## src/rtl/stack_alu_multiwidth_defines.svh

```systemverilog
// Assertion macros for the stack arithmetic block
`ifndef STACK_ALU_MULTIWIDTH_DEFINES_SVH
`define STACK_ALU_MULTIWIDTH_DEFINES_SVH
// implication checked on every edge out of reset
`define SAM_ASSERT_IMP(lbl, ante, cons) \
  lbl: assert property (@(posedge clk_i) disable iff (!rst_ni) (ante) |-> (cons)) \
    else $error("assertion failed");
// next-cycle implication
`define SAM_ASSERT_NXT(lbl, ante, cons) \
  lbl: assert property (@(posedge clk_i) disable iff (!rst_ni) (ante) |=> (cons)) \
    else $error("assertion failed");
`endif

```

## src/rtl/sam_ram.sv

```systemverilog
// ----------------------------------------------------------------------------
// sam_ram
// Generic single-port-write, single-read RAM with registered read data.
// ----------------------------------------------------------------------------
`timescale 1ns / 1ps
module sam_ram #(
  parameter int unsigned Width = 64,
  parameter int unsigned Depth = 16
) (
  input  logic                     clk_i,
  input  logic                     we_i,
  input  logic [$clog2(Depth)-1:0] waddr_i,
  input  logic [Width-1:0]         wdata_i,
  input  logic [$clog2(Depth)-1:0] raddr_i,
  output logic [Width-1:0]         rdata_o
);
  logic [Width-1:0] mem [Depth];

  always_ff @(posedge clk_i) begin
    if (we_i) mem[waddr_i] <= wdata_i;
    rdata_o <= mem[raddr_i];
  end
endmodule
```

## config.mk

```make
export PLATFORM = sky130hd
export DESIGN_NAME = sam_ram
export DESIGN_NICKNAME = d
export VERILOG_FILES = /design/src/rtl/stack_alu_multiwidth_defines.svh /design/src/rtl/sam_ram.sv
export SDC_FILE = /design/constraint.sdc
export NUM_CORES = 1
export LEC_CHECK = 0
export BUFFER_PORTS_ARGS = -buffer_cell sky130_fd_sc_hd__buf_2
export CORE_AREA = 2 2 318 320
export DETAILED_ROUTE_END_ITERATION = 16
export DIE_AREA = 0 0 320 322
export PLACE_DENSITY = 0.6
export SLEW_MARGIN = 20
export SYNTH_ARGS = -nofsm -noshare
export SYNTH_HDL_FRONTEND = slang
export SYNTH_SLANG_ARGS = --single-unit
```

## constraint.sdc

```tcl
create_clock -name clk_i -period 5.27 [get_ports clk_i]
set_input_delay 0.2635 -clock clk_i [delete_from_list [all_inputs] [get_ports clk_i]]
set_output_delay 0.2635 -clock clk_i [all_outputs]
set_load 0.02 [all_outputs]
```

==> results of run 1 <==
-- registers in the layout, indices dropped and copies added, names as in the netlist --
register / cells
mem: 1024
rdata_o: 64
-- placed cells by master, fill, tap and decap left out, types with 2 or more instances in the layout --
cell	netlist	routed
a22oi_1	128	128
buf_12	0	9
buf_16	0	2
buf_2	13	135
buf_4	6	33
buf_8	0	2
bufinv_16	0	12
clkbuf_1	36	38
clkbuf_16	0	109
clkbuf_8	0	13
clkinv_1	0	10
clkinv_16	0	3
clkinv_2	0	15
clkinv_4	0	2
dfxtp_1	64	64
diode_2	0	2
dlygate4sd3_1	0	64
edfxtp_1	1024	1024
inv_6	0	2
mux4_2	256	256
nand2_1	65	65
nand2b_1	2	2
nand3b_1	2	2
nor2_4	0	13
nor2b_4	0	2
nor3_4	0	4
-- cells by family (layout without fill, tap and decap cells) --
logic type             Yosys count  in the layout  share of synthesized area (%)
other                            0              2                              0
AOI/OAI and AO/OA              128            128                          2.428
muxes                          256            256                          14.57
buffers and inverters           84            452                          1.141
and+or+nand+nor                 91             91                         0.9420
DFF                           1088           1088                          80.92
-- worst min-delay path by stage --
stage                            from  slack (ps)  depth (start not counted)                     to
after floorplan            wdata_i[0]         360                          0    mem[0][0]$_DFFE_PP_
after global placement    wdata_i[63]         620                          1   mem[6][63]$_DFFE_PP_
after detailed placement  wdata_i[11]         650                          1  mem[12][11]$_DFFE_PP_
after CTS                  waddr_i[1]         160                          2   mem[8][20]$_DFFE_PP_
after global routing       waddr_i[1]         190                          2   mem[8][20]$_DFFE_PP_
final                      waddr_i[1]         200                          2   mem[8][20]$_DFFE_PP_
-- power groups by stage --
stage / sequential (mW) / clock (mW) / combinational, mW
global route: 9.76 / 8.35 / 1.00
floorplan: 9.98 / 0 / 0.461
finish: 9.74 / 7.84 / 0.929
CTS: 9.75 / 8.01 / 0.946
detailed placement: 9.93 / 0 / 0.900
global placement: 9.92 / 0 / 0.881
-- worst max-delay path: cells and delay by family --
family / cells / cell delay (ps)
AND/OR/NAND/NOR: 2 / 1260
buffers and inverters: 2 / 760
-- per-stage QoR --
step / cell area (µm²) / setup slack (ps) / cells
3_3_place_gp: 42050 / 2518 / 3040
4_1_cts: 46380 / 3227 / 3311
5_1_grt: 46440 / 3140 / 3315
2_1_floorplan: 39600 / 1312 / 1647
6_report: 46440 / 3254 / 3315
3_5_place_dp: 42050 / 2530 / 3040
-- metal layers --
metal  vias to the layer above  part of all wire, %
li1                       7608                    -
met1                      9750                   44
met2                       505                   48
met3                       119                  5.8
met4                        14                  1.7
met5                         -                 0.11
-- area by class of cell --
cell class | count | area [µm²]
antenna | 2 | 5.005
clock buffer | 160 | 3049
clock inverter | 47 | 641.9
fill | 8127 | 53130
multi-input combinational | 475 | 7259
sequential | 1088 | 32030
tap | 1298 | 1624
timing repair buffer | 245 | 1829
-- repair_timing --
| action | 4_1_cts | 5_1_grt |
|---|---|---|
| hold buffers | 64 | 0 |
| hold endpoints to repair | 1024 | 0 |
| buffers inserted | 0 | 0 |
| endpoints found under the setup margin | 0 | 0 |
| gates resized for setup | 0 | 0 |
==> reports/metrics.cfg, run 1 <==
[logic_synthesis]
synth_area_um2 = 39580
yosysUniqueCellTypes = 18
ys.warnings.count = 0
yosys-top-cells-area = edfxtp_1, mux4_2, dfxtp_1
synth_most_common_cell = edfxtp_1
synth_area_per_cell_um2 = 24.03
synth_nets = 1721
yosys.area.top_type = edfxtp_1
ys.flop_type = edfxtp_1
ys_seq_elements = 1088
async_flop_share_pct = 0
synth_top_area_share_pct = 77.69
yosysSeqAreaShare_pct = 80.92
syn_inst = 1647
synth_edf_count = 1024
netlist_top_cells_count = edfxtp_1, mux4_2, a22oi_1, nand2_1, dfxtp_1

[worst_setup_path]
ff2ff_path_depth = 3
crit_arrival_ps = 2300
end_kind = register
reg2reg_to = rdata_o[61]$_DFF_P_
rr_startpoint = mem[2][61]$_DFFE_PP_
critical_path.endpoint = mem[10][22]$_DFFE_PP_
slowest_stage = nor2_4
slowest_delay_ps = 840
cp_cell_sequence = buf_2, nand3b_1, nor2_4, buf_4
start_kind = primary input
cp-startpoint = waddr_i[2]
worstPathRequired_ps = 5550
worstPathMaxFanout = 27
path_class = primary input to register
regToRegSetupSlack_ps = 3870

[floorplanning]
start_util_pct = 39.75
coreArea_um2 = 99570
die_w_um = 320
io_pins = 138
row_count = 116
dieHeight_um = 322
dieArea_um2 = 103000

[pwr]
p_per_area_nw_per_um2 = 398.6
switchingPower_mw = 3.841
p_total_mw = 18.51
comb_power_share_pct = 5.0
p_sw_share_pct = 20.75
peakVddDrop_uv = 307.9
power_frac_clock_pct = 42.4
p_int_mw = 14.67
power_leakage_nw = 14.90
p_seq_share_pct = 52.6

[cts]
cts-buffers-inserted = 109
cts_root_buffer = clkbuf_16
cts_tree = built
clk_path_buf_depth = 3
clkSinkCount = 1088
htree_levels = 3
insertion_delay_ps = 700
clk_pin_slew_ps = 60

[global_routing]
grt_use_met2_pct = 27.22
top_usage_layer = met2
gr-usage-met3_pct = 3.050
gr-usage-met1_pct = 23.83
grt_max_degree = 106
grt_pass1_wl_um = 127000
track_usage_pct = 16.87
grt-ovfl-total = 0
grt_pass1_vias = 19200
antenna_found_initial = 11

[routing]
initialDrtViolationCount = 1635
ant_nets = 0
route.vias.total = 18000
wl_per_cell_um = 26.06
drc = 0
detail_route.vias_per_cell = 5.429
drt_first_pass_iters = 5
routed_wl_um = 86370

[timing]
fmax_mhz = 495.9
relSlewSlack_pct = 28.79
fin_skew_ps = 50.88
final-setup-viol-count = 0
hold_viol_final = 0
setup_tns_ps = 0
slew_violations = 0
timing.hold.ws_ps = 199.9
finalCritPeriodShare_pct = 38.26
rsz0062_at_grt = false
worst_pin_slew_ps = 1066
period_needed_ps = 2016

[place]
io_buffers = 137
gp_congestion = 0.7014
dp_hpwl_um = 43710

[finish]
syn_to_final_growth_pct = 17.33
drive_above_1_share_pct = 30.62
final_core_util_pct = 46.64
fin_nets = 1993

[min_path]
hp-class = primary input to register

[status]
status = finished, final reports clean

[job]
cap_violations = 0

Power figures use the tool's default switching activity.
==> inputs of run 2 (changes only) <==
- ABC_AREA: not set -> 1
- CORE_AREA: 2 2 318 320 -> 2 2 340 342
- DIE_AREA: 0 0 320 322 -> 0 0 342 344
- clock period: 5.27 -> 1.6 ns (I/O delays scaled with it)
==> run 2 against run 1 <==
Compared with the run above:
- sequential power grew to 3.3 times the previous value
- synthesized cell count grew to 2.6 times the previous value
- utilization grew 0.35 points
- register-to-register slack lost 3400 ps
- critical path depth grew 1
- final area grew 15%
- sequential share of layout area shrank 9.1 points
==> reports/metrics.cfg, run 2 <==
[floorplanning]
start_util_pct = 39.77
die_w_um = 342
dieArea_um2 = 117600
coreArea_um2 = 113900
io_pins = 138
row_count = 124
dieHeight_um = 344

[timing]
hold_viol_final = 0
period_needed_ps = 1490
rsz0062_at_grt = false
finalCritPeriodShare_pct = 93.14
relSlewSlack_pct = 63.48
slew_violations = 0
timing.hold.ws_ps = 60.45
fmax_mhz = 671.0
worst_pin_slew_ps = 547.8
setup_tns_ps = 0
final-setup-viol-count = 0
fin_skew_ps = 29.92

[pwr]
comb_power_share_pct = 7.2
peakVddDrop_uv = 936.3
p_seq_share_pct = 51.8
p_int_mw = 47.80
p_total_mw = 61.93
p_per_area_nw_per_um2 = 1157
switchingPower_mw = 14.12
power_leakage_nw = 22.65
p_sw_share_pct = 22.81
power_frac_clock_pct = 41.1

[logic_synthesis]
synth_most_common_cell = nand2_1
ys.warnings.count = 0
yosys-top-cells-area = edfxtp_1, nand2_1, nand3_1
synth_top_area_share_pct = 67.90
yosys.area.top_type = edfxtp_1
synth_edf_count = 1024
synth_area_per_cell_um2 = 10.76
yosysSeqAreaShare_pct = 70.73
synth_nets = 4284
synth_area_um2 = 45290
syn_inst = 4210
ys.flop_type = edfxtp_1
netlist_top_cells_count = nand2_1, edfxtp_1, inv_1, nand3_1, buf_2
async_flop_share_pct = 0
ys_seq_elements = 1088
yosysUniqueCellTypes = 15

[worst_setup_path]
end_kind = register
worstPathMaxFanout = 4
path_class = primary input to register
worstPathRequired_ps = 2000
start_kind = primary input
crit_arrival_ps = 1890

[cts]
clk_pin_slew_ps = 60
cts_root_buffer = clkbuf_16
clk_path_buf_depth = 3
insertion_delay_ps = 710
cts_resized = 0
htree_levels = 3
cts-buffers-inserted = 111
cts_tree = built
clkSinkCount = 1088

[finish]
largestRegisters = mem (1024), rdata_o (64)
largest_reg_flops = 1024
drive_above_1_share_pct = 10.54
final_cell_mix = nand2_1, edfxtp_1, nand3_1, inv_1, buf_2
largest-register = mem
fin_nets = 4559
syn_to_final_growth_pct = 18.17
final_common_cell = nand2_1
fin_area_um2 = 53520

[routing]
drt_first_pass_iters = 5
drc = 0
wl_per_cell_um = 18.85
initialDrtViolationCount = 2638
detail_route.vias_per_cell = 4.873
ant_nets = 0
routed_wl_um = 114900
route.vias.total = 29700

[global_routing]
grt-ovfl-total = 0
grt_pass1_wl_um = 175400
grt_pass1_vias = 28640
grt_max_degree = 72
antenna_found_initial = 3
track_usage_pct = 19.52

[place]
placed_area_um2 = 49220
io_buffers = 137
gp_congestion = 0.7982
dp_hpwl_um = 67880

[min_path]
hp-class = primary input to register

[status]
status = finished, final reports clean

[job]
cap_violations = 0

[run 2: cell count changes after synthesis, sizes merged, moves of 128 or more]
cell	change
mux4	-256
inv	+774
a22oi	-128
nand2	+1284
buf	+142
nand3	+768
[run 2: final timing paths]
path / cells past startpoint / slack [ps] / startpoint / to
worst max-delay path: 5 / 110 / we_i / mem[14][21]$_DFFE_PP_
worst max register to register: 6 / 440 / mem[1][48]$_DFFE_PP_ / rdata_o[48]$_DFF_P_
worst min-delay path: 4 / 60 / waddr_i[2] / mem[1][32]$_DFFE_PP_
worst min register to register: 6 / 650 / mem[11][35]$_DFFE_PP_ / rdata_o[35]$_DFF_P_
[run 2: power groups by stage]
stage / Sequential, mW / Combinational (mW) / Clock [mW]
5_1_grt: 32.1 / 4.87 / 26.9
3_5_place_dp: 32.7 / 4.31 / 0
3_3_place_gp: 32.7 / 4.28 / 0
6_report: 32.1 / 4.43 / 25.4
2_1_floorplan: 32.8 / 2.17 / 0
4_1_cts: 32.1 / 4.47 / 25.9
[run 2: layout make-up]
cell class	count	area, µm²
timing repair buffer	373	3918
sequential	1088	32030
tap	1512	1892
clock inverter	44	422.9
clock buffer	165	3142
multi-input combinational	2137	9161
inverter	774	2944
fill	10390	60360
antenna	2	5.005
[run 2: cell families (layout without fill, tap and decap cells)]
group,Yosys count,in the layout,share of synthesized area [%]
flip-flops,1088,1088,70.73
other,0,2,0
AND/OR/NAND/NOR,2137,2137,19.85
buffers and inverters,985,1356,9.416
[run 2: per-layer routing]
metal	track usage, %	wire (µm)
met1	27.25	50900
met2	32.12	54570
met3	2.431	6442
met4	5.720	2959
met5	0	13
[run 2: critical path: stages]
cell           delay (ps)
dlygate4sd3_1         540
buf_2                 190
nand3_4               160
nor2_4                260
dlygate4sd3_1         660
[run 2: per-stage QoR]
| step | std cells | worst slack (ps) | util (%) |
|---|---|---|---|
| floorplan | 4210 | -289.8 | - |
| global placement | 5812 | 70.99 | 43.23 |
| detailed placement | 5812 | 55.57 | 43.23 |
| CTS | 6093 | 92.52 | 46.99 |
| global route | 6093 | 78.71 | 46.99 |
| finish | 6095 | 109.7 | 46.99 |
[run 2: timing repair]
item | in CTS | in global routing
hold buffers | 72 | 0
buffers inserted | 0 | 0
hold endpoints to repair | 1061 | 0
